$ cat config.mk
export PLATFORM = sky130hd
export DESIGN_NAME = stx_etx_lrc_field_deframer_core_flat
export DESIGN_NICKNAME = d
export VERILOG_FILES = /design/src/hw/rtl/lrcdf_pkg.sv /design/src/hw/rtl/lrcdf_if.sv /design/src/hw/rtl/lrcdf_front.sv /design/src/hw/rtl/lrcdf_queue.sv /design/src/hw/rtl/lrcdf_back.sv /design/src/hw/rtl/stx_etx_lrc_field_deframer_core.sv /design/src/flat_wrapper.sv
export SDC_FILE = /design/constraint.sdc
export NUM_CORES = 1
export LEC_CHECK = 0
export BUFFER_PORTS_ARGS = -buffer_cell sky130_fd_sc_hd__buf_2
export CELL_PAD_IN_SITES_DETAIL_PLACEMENT = 1
export CELL_PAD_IN_SITES_GLOBAL_PLACEMENT = 1
export CORE_MARGIN = 8
export CORE_UTILIZATION = 52
export CTS_CLUSTER_SIZE = 8
export DETAILED_ROUTE_END_ITERATION = 8
export GPL_TIMING_DRIVEN = 0
export PLACE_DENSITY_LB_ADDON = 0.1
export SETUP_SLACK_MARGIN = 0.3
export SLEW_MARGIN = 20
export SYNTH_ARGS = -nofsm -noshare
export SYNTH_HDL_FRONTEND = slang
export SYNTH_SLANG_ARGS = --single-unit
$ cat constraint.sdc
create_clock -name clk -period 9.1 [get_ports clk]
set_input_delay 1.82 -clock clk [delete_from_list [all_inputs] [get_ports clk]]
set_output_delay 1.82 -clock clk [all_outputs]
set_load 0.02 [all_outputs]
$ cat src/hw/rtl/lrcdf_pkg.sv
`timescale 1ns / 1ps
// ---------------------------------------------------------------------------
// lrcdf_pkg
// Shared types and constants of the STX/ETX LRC field deframer.
// ---------------------------------------------------------------------------
package lrcdf_pkg;

  localparam int unsigned DATA_W  = 56;  // width of one result's field data
  localparam int unsigned IDX_W   = 3;   // field index width
  localparam int unsigned LEN_W   = 3;   // field length width
  localparam int unsigned STAT_W  = 3;   // status width
  localparam int unsigned COUNT_W = 4;   // field count, holds up to eight

  localparam logic [7:0] STX_BYTE = 8'h02;
  localparam logic [7:0] ETX_BYTE = 8'h03;
  localparam logic [7:0] SEP_BYTE = 8'h7C;

  localparam logic [STAT_W-1:0] ST_OK        = 3'd0;
  localparam logic [STAT_W-1:0] ST_IDLE_TO   = 3'd1;
  localparam logic [STAT_W-1:0] ST_NOT_STX   = 3'd2;
  localparam logic [STAT_W-1:0] ST_BODY_TO   = 3'd3;
  localparam logic [STAT_W-1:0] ST_TOO_LONG  = 3'd4;
  localparam logic [STAT_W-1:0] ST_LRC_TO    = 3'd5;
  localparam logic [STAT_W-1:0] ST_LRC_BAD   = 3'd6;

  typedef enum logic {
    CMD_ERROR,
    CMD_BURST
  } cmd_kind_t;

  // One unit of work from the front end to the result sequencer.
  typedef struct packed {
    cmd_kind_t            kind;
    logic [STAT_W-1:0]    status;
    logic [COUNT_W-1:0]   count;
  } cmd_t;

  // Field store read response.
  typedef struct packed {
    logic [DATA_W-1:0] data;
    logic [LEN_W-1:0]  len;
  } field_rd_t;

endpackage

$ cat src/hw/rtl/lrcdf_if.sv
`timescale 1ns / 1ps
// ---------------------------------------------------------------------------
// lrcdf_in_if / lrcdf_out_if
// Valid/ready channels for received bytes and for deframed results.
// ---------------------------------------------------------------------------
interface lrcdf_in_if;
  logic       valid;
  logic       ready;
  logic [7:0] rx_byte;
  logic       timeout;

  modport source (output valid, output rx_byte, output timeout, input ready);
  modport sink   (input valid, input rx_byte, input timeout, output ready);
endinterface

interface lrcdf_out_if;
  logic                              valid;
  logic                              ready;
  logic [lrcdf_pkg::STAT_W-1:0]      status;
  logic [lrcdf_pkg::IDX_W-1:0]       field_index;
  logic [lrcdf_pkg::LEN_W-1:0]       field_length;
  logic [lrcdf_pkg::DATA_W-1:0]      field_data;
  logic                              is_last;

  modport source (output valid, output status, output field_index, output field_length,
                  output field_data, output is_last, input ready);
  modport sink   (input valid, input status, input field_index, input field_length,
                  input field_data, input is_last, output ready);
endinterface

$ cat src/hw/rtl/lrcdf_front.sv
`timescale 1ns / 1ps
// ---------------------------------------------------------------------------
// lrcdf_front
// Frame parser: tracks STX/body/LRC phases, splits fields into the field
// store and issues error or burst commands to the queue.
// ---------------------------------------------------------------------------
module lrcdf_front #(
  parameter int unsigned MAX_FIELDS       = 8,
  parameter int unsigned FIELD_SLOT_BYTES = 8
) (
  input  logic                         clk,
  input  logic                         rst,
  lrcdf_in_if.sink                     din,
  input  logic                         q_ready,
  output logic                         push,
  output lrcdf_pkg::cmd_t              push_cmd,
  input  logic                         burst_done,
  input  logic [lrcdf_pkg::IDX_W-1:0]  rd_idx,
  output lrcdf_pkg::field_rd_t         rd
);

  localparam int unsigned KEEP_BYTES = FIELD_SLOT_BYTES - 1;
  localparam int unsigned KEEP_W     = 8 * KEEP_BYTES;
  localparam int unsigned RAW_LIMIT  = MAX_FIELDS * FIELD_SLOT_BYTES + 2;
  localparam int unsigned RAW_W      = $clog2(RAW_LIMIT + 1);
  localparam int unsigned SIDX_W     = (MAX_FIELDS > 1) ? $clog2(MAX_FIELDS) : 1;

  typedef enum logic [1:0] {
    PH_IDLE,
    PH_BODY,
    PH_CHECK
  } phase_t;

  phase_t                                phase;
  logic                                  hold;
  logic [7:0]                            lrc;
  logic [RAW_W-1:0]                      raw_count;
  logic [lrcdf_pkg::COUNT_W-1:0]         fields_kept;
  logic [lrcdf_pkg::LEN_W-1:0]           cur_chars;
  logic [KEEP_W-1:0]                     cur_data;
  logic [KEEP_W-1:0]                     cur_data_next;

  logic [KEEP_W-1:0]                     store_data [MAX_FIELDS];
  logic [lrcdf_pkg::LEN_W-1:0]           store_len  [MAX_FIELDS];

  logic       acc;
  logic [7:0] b;
  logic       to;
  logic       body_byte;
  logic       is_split;
  logic       room;
  logic       do_close;
  logic       do_add;

  assign din.ready = !hold && q_ready;
  assign acc       = din.valid && din.ready;
  assign b         = din.rx_byte;
  assign to        = din.timeout;

  assign body_byte = acc && (phase == PH_BODY) && !to &&
                     (raw_count < RAW_W'(RAW_LIMIT));
  assign is_split  = (b == lrcdf_pkg::ETX_BYTE) || (b == lrcdf_pkg::SEP_BYTE);
  assign room      = fields_kept < lrcdf_pkg::COUNT_W'(MAX_FIELDS);
  assign do_close  = body_byte && is_split;
  assign do_add    = body_byte && !is_split && room &&
                     (cur_chars < lrcdf_pkg::LEN_W'(KEEP_BYTES));

  always_comb begin
    cur_data_next = cur_data;
    for (int i = 0; i < KEEP_BYTES; i++) begin
      if (cur_chars == lrcdf_pkg::LEN_W'(i)) begin
        cur_data_next[8*i +: 8] = b;
      end
    end
  end

  // Command generation for the accepted byte.
  always_comb begin
    push     = 1'b0;
    push_cmd = '0;
    if (acc) begin
      case (phase)
        PH_IDLE: begin
          if (to) begin
            push            = 1'b1;
            push_cmd.status = lrcdf_pkg::ST_IDLE_TO;
          end else if (b != lrcdf_pkg::STX_BYTE) begin
            push            = 1'b1;
            push_cmd.status = lrcdf_pkg::ST_NOT_STX;
          end
        end
        PH_BODY: begin
          if (to) begin
            push            = 1'b1;
            push_cmd.status = lrcdf_pkg::ST_BODY_TO;
          end else if (raw_count >= RAW_W'(RAW_LIMIT)) begin
            push            = 1'b1;
            push_cmd.status = lrcdf_pkg::ST_TOO_LONG;
          end
        end
        PH_CHECK: begin
          push = 1'b1;
          if (to) begin
            push_cmd.status = lrcdf_pkg::ST_LRC_TO;
          end else if (b != lrc) begin
            push_cmd.status = lrcdf_pkg::ST_LRC_BAD;
          end else begin
            push_cmd.kind   = lrcdf_pkg::CMD_BURST;
            push_cmd.status = lrcdf_pkg::ST_OK;
            push_cmd.count  = fields_kept;
          end
        end
        default: begin
          push = 1'b0;
        end
      endcase
    end
  end

  always_ff @(posedge clk) begin
    if (rst) begin
      phase       <= PH_IDLE;
      hold        <= 1'b0;
      lrc         <= '0;
      raw_count   <= '0;
      fields_kept <= '0;
      cur_chars   <= '0;
      cur_data    <= '0;
    end else begin
      if (burst_done) begin
        hold <= 1'b0;
      end
      if (acc) begin
        case (phase)
          PH_IDLE: begin
            if (!to && b == lrcdf_pkg::STX_BYTE) begin
              phase       <= PH_BODY;
              lrc         <= '0;
              raw_count   <= '0;
              fields_kept <= '0;
              cur_chars   <= '0;
              cur_data    <= '0;
            end
          end
          PH_BODY: begin
            if (!body_byte) begin
              phase <= PH_IDLE;
            end else begin
              raw_count <= raw_count + RAW_W'(1);
              lrc       <= lrc ^ b;
              if (is_split) begin
                if (room) begin
                  fields_kept <= fields_kept + lrcdf_pkg::COUNT_W'(1);
                end
                cur_chars <= '0;
                cur_data  <= '0;
                if (b == lrcdf_pkg::ETX_BYTE) begin
                  phase <= PH_CHECK;
                end
              end else if (do_add) begin
                cur_data  <= cur_data_next;
                cur_chars <= cur_chars + lrcdf_pkg::LEN_W'(1);
              end
            end
          end
          PH_CHECK: begin
            phase <= PH_IDLE;
            // A good frame keeps the store busy until the burst has been read out.
            if (!to && b == lrc) begin
              hold <= 1'b1;
            end
          end
          default: begin
            phase <= PH_IDLE;
          end
        endcase
      end
    end
  end

  always_ff @(posedge clk) begin
    if (do_close && room) begin
      store_data[fields_kept[SIDX_W-1:0]] <= cur_data;
      store_len[fields_kept[SIDX_W-1:0]]  <= cur_chars;
    end
  end

  assign rd.data = lrcdf_pkg::DATA_W'(store_data[rd_idx[SIDX_W-1:0]]);
  assign rd.len  = store_len[rd_idx[SIDX_W-1:0]];

  a_burst_count: assert property (@(posedge clk) disable iff (rst)
      (push && push_cmd.kind == lrcdf_pkg::CMD_BURST) |->
      (push_cmd.count != '0 && push_cmd.count <= lrcdf_pkg::COUNT_W'(MAX_FIELDS)))
    else $error("burst command with an impossible field count");

  a_no_write_while_held: assert property (@(posedge clk) disable iff (rst)
      hold |-> !do_close)
    else $error("field store written while a burst is being read out");

  a_hold_set: assert property (@(posedge clk) disable iff (rst)
      (push && push_cmd.kind == lrcdf_pkg::CMD_BURST) |=> hold)
    else $error("burst issued without holding the front end");

endmodule

$ cat src/hw/rtl/lrcdf_queue.sv
`timescale 1ns / 1ps
// ---------------------------------------------------------------------------
// lrcdf_queue
// Two-entry command queue between the frame parser and the sequencer.
// ---------------------------------------------------------------------------
module lrcdf_queue (
  input  logic             clk,
  input  logic             rst,
  input  logic             push,
  input  lrcdf_pkg::cmd_t  push_cmd,
  output logic             q_ready,
  input  logic             pop,
  output logic             q_valid,
  output lrcdf_pkg::cmd_t  pop_cmd
);

  lrcdf_pkg::cmd_t entries [2];
  logic            wr_ptr;
  logic            rd_ptr;
  logic [1:0]      count;

  assign q_ready = count != 2'd2;
  assign q_valid = count != 2'd0;
  assign pop_cmd = entries[rd_ptr];

  always_ff @(posedge clk) begin
    if (rst) begin
      wr_ptr <= 1'b0;
      rd_ptr <= 1'b0;
      count  <= '0;
    end else begin
      if (push) begin
        wr_ptr <= !wr_ptr;
      end
      if (pop) begin
        rd_ptr <= !rd_ptr;
      end
      if (push && !pop) begin
        count <= count + 2'd1;
      end else if (pop && !push) begin
        count <= count - 2'd1;
      end
    end
  end

  always_ff @(posedge clk) begin
    if (push) begin
      entries[wr_ptr] <= push_cmd;
    end
  end

  a_no_overflow: assert property (@(posedge clk) disable iff (rst)
      push |-> (q_ready || pop))
    else $error("command queue overflow");

  a_no_underflow: assert property (@(posedge clk) disable iff (rst)
      pop |-> q_valid)
    else $error("command queue underflow");

endmodule

$ cat src/hw/rtl/lrcdf_back.sv
`timescale 1ns / 1ps
// ---------------------------------------------------------------------------
// lrcdf_back
// Result sequencer: turns queued commands into error results or a burst of
// one result per stored field, through a registered output stage.
// ---------------------------------------------------------------------------
module lrcdf_back (
  input  logic                         clk,
  input  logic                         rst,
  input  logic                         q_valid,
  input  lrcdf_pkg::cmd_t              pop_cmd,
  output logic                         pop,
  output logic [lrcdf_pkg::IDX_W-1:0]  rd_idx,
  input  lrcdf_pkg::field_rd_t         rd,
  output logic                         burst_done,
  lrcdf_out_if.source                  dout
);

  typedef enum logic {
    S_IDLE,
    S_BURST
  } state_t;

  state_t                          state;
  logic [lrcdf_pkg::IDX_W-1:0]     idx;
  logic [lrcdf_pkg::COUNT_W-1:0]   total;
  logic                            slot_free;
  logic                            last_field;

  assign slot_free  = !dout.valid || dout.ready;
  assign pop        = (state == S_IDLE) && q_valid && slot_free;
  assign rd_idx     = (state == S_IDLE) ? '0 : idx;
  assign last_field = (state == S_IDLE)
      ? (pop_cmd.count == lrcdf_pkg::COUNT_W'(1))
      : (lrcdf_pkg::COUNT_W'(idx) + lrcdf_pkg::COUNT_W'(1) == total);

  always_ff @(posedge clk) begin
    if (rst) begin
      state       <= S_IDLE;
      dout.valid  <= 1'b0;
      burst_done  <= 1'b0;
      idx         <= '0;
      total       <= '0;
    end else begin
      burst_done <= 1'b0;
      if (slot_free) begin
        dout.valid <= 1'b0;
      end
      case (state)
        S_IDLE: begin
          if (pop) begin
            dout.valid <= 1'b1;
            if (pop_cmd.kind == lrcdf_pkg::CMD_ERROR) begin
              dout.status       <= pop_cmd.status;
              dout.field_index  <= '0;
              dout.field_length <= '0;
              dout.field_data   <= '0;
              dout.is_last      <= 1'b1;
            end else begin
              dout.status       <= lrcdf_pkg::ST_OK;
              dout.field_index  <= '0;
              dout.field_length <= rd.len;
              dout.field_data   <= rd.data;
              dout.is_last      <= last_field;
              total             <= pop_cmd.count;
              idx               <= lrcdf_pkg::IDX_W'(1);
              if (last_field) begin
                burst_done <= 1'b1;
              end else begin
                state <= S_BURST;
              end
            end
          end
        end
        S_BURST: begin
          if (slot_free) begin
            dout.valid        <= 1'b1;
            dout.status       <= lrcdf_pkg::ST_OK;
            dout.field_index  <= idx;
            dout.field_length <= rd.len;
            dout.field_data   <= rd.data;
            dout.is_last      <= last_field;
            idx               <= idx + lrcdf_pkg::IDX_W'(1);
            if (last_field) begin
              burst_done <= 1'b1;
              state      <= S_IDLE;
            end
          end
        end
        default: begin
          state <= S_IDLE;
        end
      endcase
    end
  end

  a_error_shape: assert property (@(posedge clk) disable iff (rst)
      (dout.valid && dout.status != lrcdf_pkg::ST_OK) |->
      (dout.is_last && dout.field_index == '0 && dout.field_length == '0))
    else $error("error result carries field content");

  a_done_on_last: assert property (@(posedge clk) disable iff (rst)
      burst_done |-> (dout.valid && dout.is_last && dout.status == lrcdf_pkg::ST_OK))
    else $error("burst finished without a last result");

  a_burst_in_range: assert property (@(posedge clk) disable iff (rst)
      (state == S_BURST) |-> (lrcdf_pkg::COUNT_W'(idx) < total))
    else $error("burst index ran past the field count");

endmodule

$ cat src/hw/rtl/stx_etx_lrc_field_deframer_core.sv
`timescale 1ns / 1ps
// ---------------------------------------------------------------------------
// stx_etx_lrc_field_deframer_core
// STX/ETX frame receiver with XOR LRC check and '|' field splitting.
// ---------------------------------------------------------------------------
// Each received byte (or timeout event) is taken while the parser is not held
// and the command queue has room. An error gives a single status result,
// passed through a two-entry command queue into the output register. A frame
// whose LRC byte matches gives one result per kept field, one per cycle out of
// the field store while the result sink keeps up; the parser takes no new byte
// from the LRC byte until the last of those results sits in the output
// register, so an accepted frame holds input through the whole burst,
// including any stalls of the result sink.
module stx_etx_lrc_field_deframer_core #(
  parameter int unsigned MAX_FIELDS       = 8,
  parameter int unsigned FIELD_SLOT_BYTES = 8
) (
  input  logic          clk,
  input  logic          rst,
  lrcdf_in_if.sink      din,
  lrcdf_out_if.source   dout
);

  logic                         q_ready;
  logic                         push;
  lrcdf_pkg::cmd_t              push_cmd;
  logic                         q_valid;
  logic                         pop;
  lrcdf_pkg::cmd_t              pop_cmd;
  logic                         burst_done;
  logic [lrcdf_pkg::IDX_W-1:0]  rd_idx;
  lrcdf_pkg::field_rd_t         rd;

  lrcdf_front #(
    .MAX_FIELDS       (MAX_FIELDS),
    .FIELD_SLOT_BYTES (FIELD_SLOT_BYTES)
  ) u_front (
    .clk        (clk),
    .rst        (rst),
    .din        (din),
    .q_ready    (q_ready),
    .push       (push),
    .push_cmd   (push_cmd),
    .burst_done (burst_done),
    .rd_idx     (rd_idx),
    .rd         (rd)
  );

  lrcdf_queue u_queue (
    .clk      (clk),
    .rst      (rst),
    .push     (push),
    .push_cmd (push_cmd),
    .q_ready  (q_ready),
    .pop      (pop),
    .q_valid  (q_valid),
    .pop_cmd  (pop_cmd)
  );

  lrcdf_back u_back (
    .clk        (clk),
    .rst        (rst),
    .q_valid    (q_valid),
    .pop_cmd    (pop_cmd),
    .pop        (pop),
    .rd_idx     (rd_idx),
    .rd         (rd),
    .burst_done (burst_done),
    .dout       (dout)
  );

endmodule

$ cat src/flat_wrapper.sv
// flat-port wrapper written by rule: the top's interface ports become plain ports
module stx_etx_lrc_field_deframer_core_flat 
#(
  parameter int unsigned MAX_FIELDS       = 8,
  parameter int unsigned FIELD_SLOT_BYTES = 8
)
  (clk, rst, din_valid, din_rx_byte, din_timeout, din_ready, dout_valid, dout_status, dout_field_index, dout_field_length, dout_field_data, dout_is_last, dout_ready);
  lrcdf_in_if din_i ();
  lrcdf_out_if dout_i ();
  input  logic clk;
  input  logic rst;
  input wire logic [$bits(din_i.valid)-1:0] din_valid;
  input wire logic [$bits(din_i.rx_byte)-1:0] din_rx_byte;
  input wire logic [$bits(din_i.timeout)-1:0] din_timeout;
  output wire logic [$bits(din_i.ready)-1:0] din_ready;
  output wire logic [$bits(dout_i.valid)-1:0] dout_valid;
  output wire logic [$bits(dout_i.status)-1:0] dout_status;
  output wire logic [$bits(dout_i.field_index)-1:0] dout_field_index;
  output wire logic [$bits(dout_i.field_length)-1:0] dout_field_length;
  output wire logic [$bits(dout_i.field_data)-1:0] dout_field_data;
  output wire logic [$bits(dout_i.is_last)-1:0] dout_is_last;
  input wire logic [$bits(dout_i.ready)-1:0] dout_ready;
  assign din_i.valid = din_valid;
  assign din_i.rx_byte = din_rx_byte;
  assign din_i.timeout = din_timeout;
  assign din_ready = din_i.ready;
  assign dout_valid = dout_i.valid;
  assign dout_status = dout_i.status;
  assign dout_field_index = dout_i.field_index;
  assign dout_field_length = dout_i.field_length;
  assign dout_field_data = dout_i.field_data;
  assign dout_is_last = dout_i.is_last;
  assign dout_i.ready = dout_ready;
  stx_etx_lrc_field_deframer_core #(.MAX_FIELDS(MAX_FIELDS), .FIELD_SLOT_BYTES(FIELD_SLOT_BYTES)) u_core (.clk(clk), .rst(rst), .din(din_i), .dout(dout_i));
endmodule
==> impl_metrics.json, run 1 <==
{
  "outcome": "completed",
  "yosysUniqueCellTypes": 63,
  "cp_cell_sequence": "buf_2, nor4_2, and2_1, buf_6, buf_6, nand3_1, nor3_2, buf_4, buf_6, buf_6, buf_4, buf_6",
  "viasPerCell": 5.98,
  "synth_top_flop_cell": "edfxtp_1",
  "leakage_uw": 0.0115,
  "busiest_layer": "met2",
  "cts_tree": "built",
  "root_buffer": "clkbuf_16",
  "drc": 0,
  "worstPathRequired_ns": 9.42,
  "hold_start": "u_core.u_front.raw_count[5]",
  "critPathLaunchType": "input port",
  "fmax_ghz": 0.218,
  "synth_fp_nets": 1930,
  "rr_startpoint": "u_core.u_queue.count[0]",
  "yosys_warnings": 0,
  "vdd_drop_max_mv": 0.151,
  "whs_path_depth": 2,
  "grt_pass1_wl_mm": 114,
  "cpMostUsedCell": "buf_6",
  "clock_latency_ns": 0.63,
  "min_period_ns": 4.58,
  "synthCells": 1907,
  "die_h_um": 240,
  "grt_use_met3_pct": 4.63,
  "ys_seq_elements": 650,
  "final_common_cell": "edfxtp_1",
  "cp-startpoint": "din_timeout",
  "slew_viol_final": 0,
  "met1_usage_pct": 33.6,
  "grt_pass1_vias": 18650,
  "setup_viol": 0,
  "cap_violations": 0,
  "whs_endpoint": "u_core.u_front.raw_count[5]",
  "syn_area_per_cell_um2": 13.7,
  "htreeDepth": 3,
  "met2_usage_pct": 45.5,
  "r2r_slack_ns": 5.28,
  "cts_sinks": 650,
  "die-area_um2": 57700,
  "cpPeakStageDelay_ns": 0.68,
  "hold_viol_final": 0,
  "fillerInstances": 4810,
  "post_cts_resized": 0,
  "grt_max_degree": 25,
  "final_cell_mix": "554 x edfxtp_1, 289 x nand2_1, 210 x a21oi_1",
  "dp.cells": 2691,
  "relSlewSlack_pct": 39.4,
  "drtPass1Iterations": 8,
  "finalSetupTns_ns": 0,
  "rr_worst_depth": 12,
  "clkTransAtPathRegs_ns": 0.05,
  "antenna_found_initial": 0,
  "start_util_pct": 52.4,
  "drive_gt1_share_pct": 17.6,
  "wl_per_cell_um": 26.7,
  "end_kind": "flip-flop",
  "worstReg2RegEnd": "u_core.u_front.store_data[0][21]",
  "overflow": 0,
  "rsz0062_at_grt": "false",
  "fp.coreArea_um2": 49900,
  "wl_mm": 76.0,
  "place_congestion": 0.797,
  "fp.dieW_um": 240,
  "io_buffers": 71,
  "antenna_cells": 0,
  "min_period_over_period_pct": 50.3,
  "p_total_uw": 7550,
  "skew_ns": 0.0186,
  "worstPathMaxFanout": 10,
  "row_count": 82,
  "yosysSeqAreaShare_pct": 71.0,
  "nets": 2135,
  "holdCritPathClass": "flip-flop to flip-flop",
  "holdWs_ns": 0.489,
  "vias": 17056,
  "synth_area_um2": 26100,
  "ant_nets": 0,
  "async_flop_share_pct": 0,
  "powerDensity_nw_per_um2": 246,
  "synthToLayoutAreaGrowth_pct": 17.5,
  "grtUsageTotal_pct": 26.6,
  "ctsHoldBuffers": 0,
  "post_cts_buffers": 0,
  "cp.arrival_ns": 4.90,
  "numCtsBuffers": 91,
  "drt_iter0_drc": 1462,
  "fin_cells": 2850,
  "dp_hpwl_mm": 47.7,
  "pin_count": 81,
  "cp_slowest_cell": "nor4_2",
  "finalCoreUtilization_pct": 61.6,
  "synth_edf_count": 554,
  "worst-setup-path-type": "input port to flip-flop",
  "clock_path_buffers": 3,
  "tightest_slew_ns": 0.909
}
-- critical path: cells and delay by family --
family                 cells  cell delay [ns]
buffers and inverters      8             1.42
AND/OR/NAND/NOR            4             1.64
-- logic make-up after synthesis --
family	count (synthesis)	synth area share (%)
AND/OR/NAND/NOR	523	9.23
flip-flops	650	71.0
multiplexers	165	6.89
buffers and inverters	140	2.31
XOR/XNOR	15	0.503
AO/OA/AOI/OAI	404	9.58
adder cells (fa/ha/maj)	10	0.479
-- per-layer routing --
| layer | wire, um | vias to the layer above |
|---|---|---|
| met5 | 0 | - |
| met4 | 2190 | 0 |
| met3 | 4780 | 152 |
| met2 | 38000 | 610 |
| met1 | 31000 | 8778 |
| li1 | - | 7516 |
-- Yosys cell counts, types with 3 or more instances --
cell type,n,area share (%)
a211oi_1,62,1.8
a21o_1,59,1.7
a21oi_1,210,4.0
and2_1,9,0.22
and3_1,7,0.17
and4_1,3,0.10
buf_1,15,0.22
buf_2,15,0.29
buf_6,6,0.26
clkbuf_1,89,1.3
dfxtp_1,96,7.4
edfxtp_1,554,64
ha_1,10,0.48
inv_1,13,0.19
mux2_2,119,5.1
mux2i_1,46,1.8
nand2_1,289,4.2
nand2b_1,46,1.1
nand3_1,26,0.50
nand4_1,7,0.17
nor2_1,33,0.47
nor2b_1,6,0.14
nor3_1,72,1.4
nor4_1,4,0.096
o21a_1,3,0.086
o21ai_0,31,0.59
o22ai_1,9,0.22
o22ai_4,3,0.23
o31ai_1,3,0.086
or2_2,4,0.096
xnor2_1,3,0.10
xor2_1,12,0.40
-- power breakdown --
part | internal, uW | total, uW | switching, uW | leakage [uW]
Combinational | 288 | 992 | 704 | 0.00372
Clock | 1910 | 3130 | 1230 | 0.00126
Sequential | 3360 | 3420 | 56.6 | 0.00652
-- layout make-up --
type	instances	area [um2]	area share (%)
Sequential cell	650	18600	60.4
Multi-Input combinational cell	1117	7030	22.9
Clock buffer	154	2580	8.39
Timing Repair Buffer	112	1040	3.39
Tap cell	672	841	2.74
Buffer	127	556	1.81
Clock inverter	5	62.6	0.204
Inverter	13	48.8	0.159
-- state kept, by name, indices dropped and copies added, names as in the netlist, 2 cells and up, named ones only --
name and flops:
u_core.u_front.fields_kept 4, u_core.u_queue.count 2, u_core.u_back.dout.field_index 3, u_core.u_front.store_data 448, u_core.u_front.cur_chars 3, u_core.u_back.dout.field_data 56
u_core.u_back.total 4, u_core.u_front.store_len 24, u_core.u_front.raw_count 7, u_core.u_queue.entries 16, u_core.u_front.cur_data 56, u_core.u_front.lrc 8
u_core.u_back.idx 3, u_core.u_back.dout.field_length 3, u_core.u_front.phase 2, u_core.u_back.dout.status 3
-- worst max path at each step --
| stage | endpoint | slack [ns] |
|---|---|---|
| after floorplan | u_core.u_front.store_data[0][0] | 1.58 |
| after global placement | u_core.u_front.store_data[1][20] | -3.06 |
| after detailed placement | u_core.u_front.store_data[0][19] | 3.87 |
| after CTS | u_core.u_front.store_data[0][20] | 4.52 |
| after global routing | u_core.u_front.store_data[0][20] | 4.34 |
| final | u_core.u_front.store_data[0][21] | 4.52 |
-- through the flow --
step | instance area (um2) | worst slack, ns
floorplan | 26100 | 1.58
detailed placement | 28100 | 3.87
global placement | 27300 | -3.06
finish | 30700 | 4.52
global route | 30700 | 4.34
CTS | 30700 | 4.52
Power figures use the tool's default switching activity.
==> run 2, diff against run 1 <==
==> constraint.sdc (replaced) <==
create_clock -name clk -period 4.64 [get_ports clk]
set_input_delay 0.928 -clock clk [delete_from_list [all_inputs] [get_ports clk]]
set_output_delay 0.928 -clock clk [all_outputs]
set_load 0.02 [all_outputs]
==> impl_metrics.json, run 2 (synthesis results as in run 1) <==
{
  "wl_per_cell_um": 26.9,
  "antenna_cells": 0,
  "outcome": "completed",
  "cp.arrival_ns": 4.20,
  "post_cts_buffers": 0,
  "leakage_uw": 0.0114,
  "synthToLayoutAreaGrowth_pct": 18.0,
  "finalSetupTns_ns": 0,
  "worstPathMaxFanout": 20,
  "slew_viol_final": 0,
  "finalCoreUtilization_pct": 61.9,
  "rr_worst_depth": 10,
  "p_seq_share_pct": 45.2,
  "cts_sinks": 650,
  "drive_gt1_share_pct": 17.3,
  "place_ws_ns": 0.327,
  "fp.dieW_um": 240,
  "die_h_um": 240,
  "swShare_pct": 26.3,
  "critPathLaunchType": "flip-flop",
  "whs_path_depth": 2,
  "grt_pass1_vias": 18665,
  "tightest_slew_ns": 0.898,
  "largest_register_ffs": 448,
  "holdCritPathClass": "flip-flop to flip-flop",
  "dp.cells": 2686,
  "end_kind": "flip-flop",
  "wl_mm": 76.6,
  "share_comb_of_total_power_pct": 13.4,
  "overflow": 0,
  "final_cell_mix": "554 x edfxtp_1, 289 x nand2_1, 210 x a21oi_1",
  "pin_count": 81,
  "worst-setup-path-type": "flip-flop to flip-flop",
  "worstPathRequired_ns": 4.95,
  "ant_nets": 0,
  "vias": 17109,
  "clkTransAtPathRegs_ns": 0.05,
  "nets": 2130,
  "dp_hpwl_mm": 48.3,
  "fmax_ghz": 0.257,
  "layout_setup_ws_ns": 0.747,
  "numCtsBuffers": 91,
  "drc": 0,
  "clock_latency_ns": 0.63,
  "row_count": 82,
  "fp.coreArea_um2": 49900,
  "fin_cells": 2844,
  "holdWs_ns": 0.486,
  "relSlewSlack_pct": 40.1,
  "ctsHoldBuffers": 0,
  "place_congestion": 0.799,
  "final_common_cell": "edfxtp_1",
  "skew_ns": 0.0267,
  "switchingPower_uw": 3900,
  "die-area_um2": 57700,
  "grt_pass1_wl_mm": 114,
  "root_buffer": "clkbuf_16",
  "p_int_uw": 10900,
  "io_buffers": 71,
  "drtPass1Iterations": 5,
  "min_period_ns": 3.89,
  "viasPerCell": 6.02,
  "setup_viol": 0,
  "min_period_over_period_pct": 83.9,
  "hold_viol_final": 0,
  "drt_iter0_drc": 1411,
  "grt_max_degree": 26,
  "cts_tree": "built",
  "powerDensity_nw_per_um2": 481,
  "htreeDepth": 3,
  "post_cts_resized": 0,
  "pwr-share-clk_pct": 41.4,
  "vdd_drop_max_mv": 0.324,
  "antenna_found_initial": 0,
  "cap_violations": 0,
  "rsz0062_at_grt": "false",
  "clock_path_buffers": 3,
  "grtUsageTotal_pct": 26.7,
  "start_util_pct": 52.4
}
==> run 2: cell types whose count changed in the layout (fill, tap and decap cells not counted), sizes merged <==
cell    change
inv         -2
buf         -5
clkinv      -1
clkbuf      +2
==> run 2: final cells by class <==
type                    instances  area [um2]
well taps                     672         841
repair buffers                107        1180
multi-input cells            1117        7050
clock buffers                 156        2610
plain buffers                 127         556
clock inverters                 2        17.5
fillers                      4777       19000
inverters                      13        48.8
flip-flops and latches        650       18600
==> run 2: layer usage <==
metal  share of wire (%)  track usage (%)
met1                  40             32.7
met4                 4.1             12.4
met2                  50             45.7
met5                   0                0
met3                 6.3             4.76
==> run 2: final timing paths <==
kind | to | slack, ns | start
setup / recovery | u_core.u_front.store_data[2][26] | 0.75 | u_core.u_queue.count[0]
hold / removal | u_core.u_front.raw_count[5] | 0.49 | u_core.u_front.raw_count[5]
setup reg to reg | u_core.u_front.store_data[2][26] | 0.75 | u_core.u_queue.count[0]
hold reg to reg | u_core.u_front.raw_count[5] | 0.49 | u_core.u_front.raw_count[5]
==> run 2: power by group through the flow <==
stage               sequential [uW]  combinational (uW)  clock, uW
finish                         6700                1990       6150
global route                   6730                2090       6440
detailed placement             6810                1980          0
CTS                            6700                2000       6220
floorplan                      7070                 902          0
global placement               6810                1870          0
==> run 2: through the flow <==
| stage | power [uW] | instance area, um2 |
|---|---|---|
| detailed placement | 8780 | 28200 |
| floorplan | 7970 | 26100 |
| global placement | 8690 | 27300 |
| finish | 14800 | 30900 |
| global route | 15300 | 30900 |
| CTS | 14900 | 30900 |
==> run 2: critical path: stages (launching register included) <==
cell and delay, ns:
dfxtp_1 0.45, nor2b_1 0.16, nor4_2 0.69, and2_1 0.24
buf_6 0.16, buf_6 0.17, nand3_1 0.32, nor2_4 0.73
buf_16 0.23, buf_16 0.18, buf_12 0.20
==> run 3, diff against run 2 <==
==> constraint.sdc (replaced) <==
create_clock -name clk -period 3.7 [get_ports clk]
set_input_delay 0.74 -clock clk [delete_from_list [all_inputs] [get_ports clk]]
set_output_delay 0.74 -clock clk [all_outputs]
set_load 0.02 [all_outputs]
==> impl_metrics.json, run 3 (synthesis results as in run 1) <==
{
  "outcome": "completed",
  "cp_slowest_cell": "clkbuf_1",
  "io_buffers": 71,
  "worst-setup-path-type": "flip-flop to flip-flop",
  "place_ws_ns": 0.0708,
  "start_util_pct": 52.4,
  "setup_viol": 0,
  "clkTransAtPathRegs_ns": 0.06,
  "fp.coreArea_um2": 49900,
  "min_period_ns": 3.33,
  "skew_ns": 0.0237,
  "rsz0062_at_grt": "false",
  "overflow": 0,
  "numCtsBuffers": 91,
  "drt_iter0_drc": 1419,
  "largest_register_ffs": 448,
  "cts_sinks": 650,
  "viasPerCell": 5.98,
  "place_congestion": 0.810,
  "cp.arrival_ns": 3.64,
  "cp-startpoint": "u_core.u_back.state",
  "worstPathMaxFanout": 10,
  "holdCritPathClass": "input port to flip-flop",
  "drtPass1Iterations": 5,
  "wl_per_cell_um": 26.1,
  "final_cell_mix": "554 x edfxtp_1, 289 x nand2_1, 209 x a21oi_1",
  "ctsHoldBuffers": 0,
  "clock_path_buffers": 3,
  "final_common_cell": "edfxtp_1",
  "cp_cell_sequence": "clkbuf_1, and2_1, clkbuf_1, buf_1, a21oi_1, a211oi_1, nor3_1",
  "grt_pass1_vias": 18397,
  "pin_count": 81,
  "clock_latency_ns": 0.62,
  "hold_viol_final": 0,
  "grt_max_degree": 25,
  "cts_tree": "built",
  "worstPathRequired_ns": 4.01,
  "tightest_slew_ns": 0.932,
  "worstReg2RegEnd": "u_core.u_back.dout.field_data[47]",
  "fin_cells": 2847,
  "r2r_slack_ns": 0.37,
  "crit_buf_inv": 3,
  "cap_violations": 0,
  "antenna_found_initial": 0,
  "grtUsageTotal_pct": 25.9,
  "nets": 2129,
  "grt_pass1_wl_mm": 112,
  "drc": 0,
  "root_buffer": "clkbuf_16",
  "rr_worst_depth": 7,
  "leakage_uw": 0.0114,
  "end_kind": "flip-flop",
  "vias": 17034,
  "antenna_cells": 0,
  "row_count": 82,
  "drive_gt1_share_pct": 17.8,
  "powerDensity_nw_per_um2": 603,
  "wl_mm": 74.4,
  "fmax_ghz": 0.301,
  "crit_path_end": "u_core.u_back.dout.field_data[47]",
  "dp.cells": 2681,
  "rr_startpoint": "u_core.u_back.state",
  "relSlewSlack_pct": 37.9,
  "layout_setup_ws_ns": 0.374,
  "die-area_um2": 57700,
  "min_period_over_period_pct": 89.9,
  "synthToLayoutAreaGrowth_pct": 17.9,
  "htreeDepth": 3,
  "ant_nets": 0,
  "cpPeakStageDelay_ns": 0.67,
  "critPathLaunchType": "flip-flop",
  "cp.depth": 7,
  "critical_path.top_delay_family": "buffers and inverters",
  "cpMostUsedCell": "clkbuf_1",
  "die_h_um": 240,
  "slew_viol_final": 0,
  "finalCoreUtilization_pct": 61.8,
  "vdd_drop_max_mv": 0.504,
  "fp.dieW_um": 240,
  "dp_hpwl_mm": 46.9
}
-- run 3: changes by cell type in the layout (fill, tap and decap cells not counted), sizes merged --
cell      before  now
inv           14   18
buf          145  144
clkinv         1    0
clkinvlp       0    1
-- run 3: worst min path at each step --
stage	start	endpoint	slack [ns]	cells past startpoint
floorplan	u_core.u_front.raw_count[5]	u_core.u_front.raw_count[5]	0.45	2
global placement	u_core.u_front.raw_count[5]	u_core.u_front.raw_count[5]	0.47	2
detailed placement	u_core.u_front.raw_count[5]	u_core.u_front.raw_count[5]	0.49	2
CTS	din_rx_byte[1]	u_core.u_front.cur_data[9]	0.41	3
global route	din_rx_byte[3]	u_core.u_front.cur_data[11]	0.43	3
finish	din_rx_byte[1]	u_core.u_front.cur_data[9]	0.44	3
-- run 3: worst reg2reg max path, delay by kind of cell (launching register included) --
family	cells	cell delay (ns)
AO/OA/AOI/OAI	2	0.48
buffers and inverters	3	1.80
flip-flops	1	0.36
AND/OR/NAND/NOR	2	0.36
-- run 3: routing by layer --
layer	vias up	track usage [%]	share of wire, %
li1	7523	-	-
met1	8760	32.9	41
met2	608	44.6	50
met3	143	3.52	5.9
met4	0	10.6	3.3
met5	-	0	0
-- run 3: repair_timing --
item	CTS	global route
pin swaps	0	3
buffers inserted	0	4
endpoints found under the setup margin	26	52
resized for setup	2	6
-- run 3: final cells by class --
cell class,instances,area (um2)
clock buffer,156,2560
clock inverter,6,62.6
sequential,650,18600
buffer,127,589
fill,4837,19000
timing repair buffer,106,1030
inverter,13,48.8
tap,672,841
multi-input combinational,1117,7120
-- run 3: through the flow --
step | hold slack, ns | area, um2 | setup TNS (ns) | power, uW
global placement | 0.468 | 27500 | -884.47 | 10900
global route | 0.434 | 30800 | 0 | 19100
finish | 0.435 | 30800 | 0 | 18600
floorplan | 0.451 | 26300 | 0 | 10000
CTS | 0.411 | 30800 | 0 | 18700
detailed placement | 0.489 | 28200 | 0 | 11000
-- run 3: where the power goes --
| group | switching [uW] | internal [uW] | leakage (uW) |
|---|---|---|---|
| clock network | 3050 | 4660 | 0.00125 |
| registers | 131 | 8270 | 0.00633 |
| logic | 1740 | 737 | 0.00384 |
| total | 4920 | 13700 | 0.0114 |
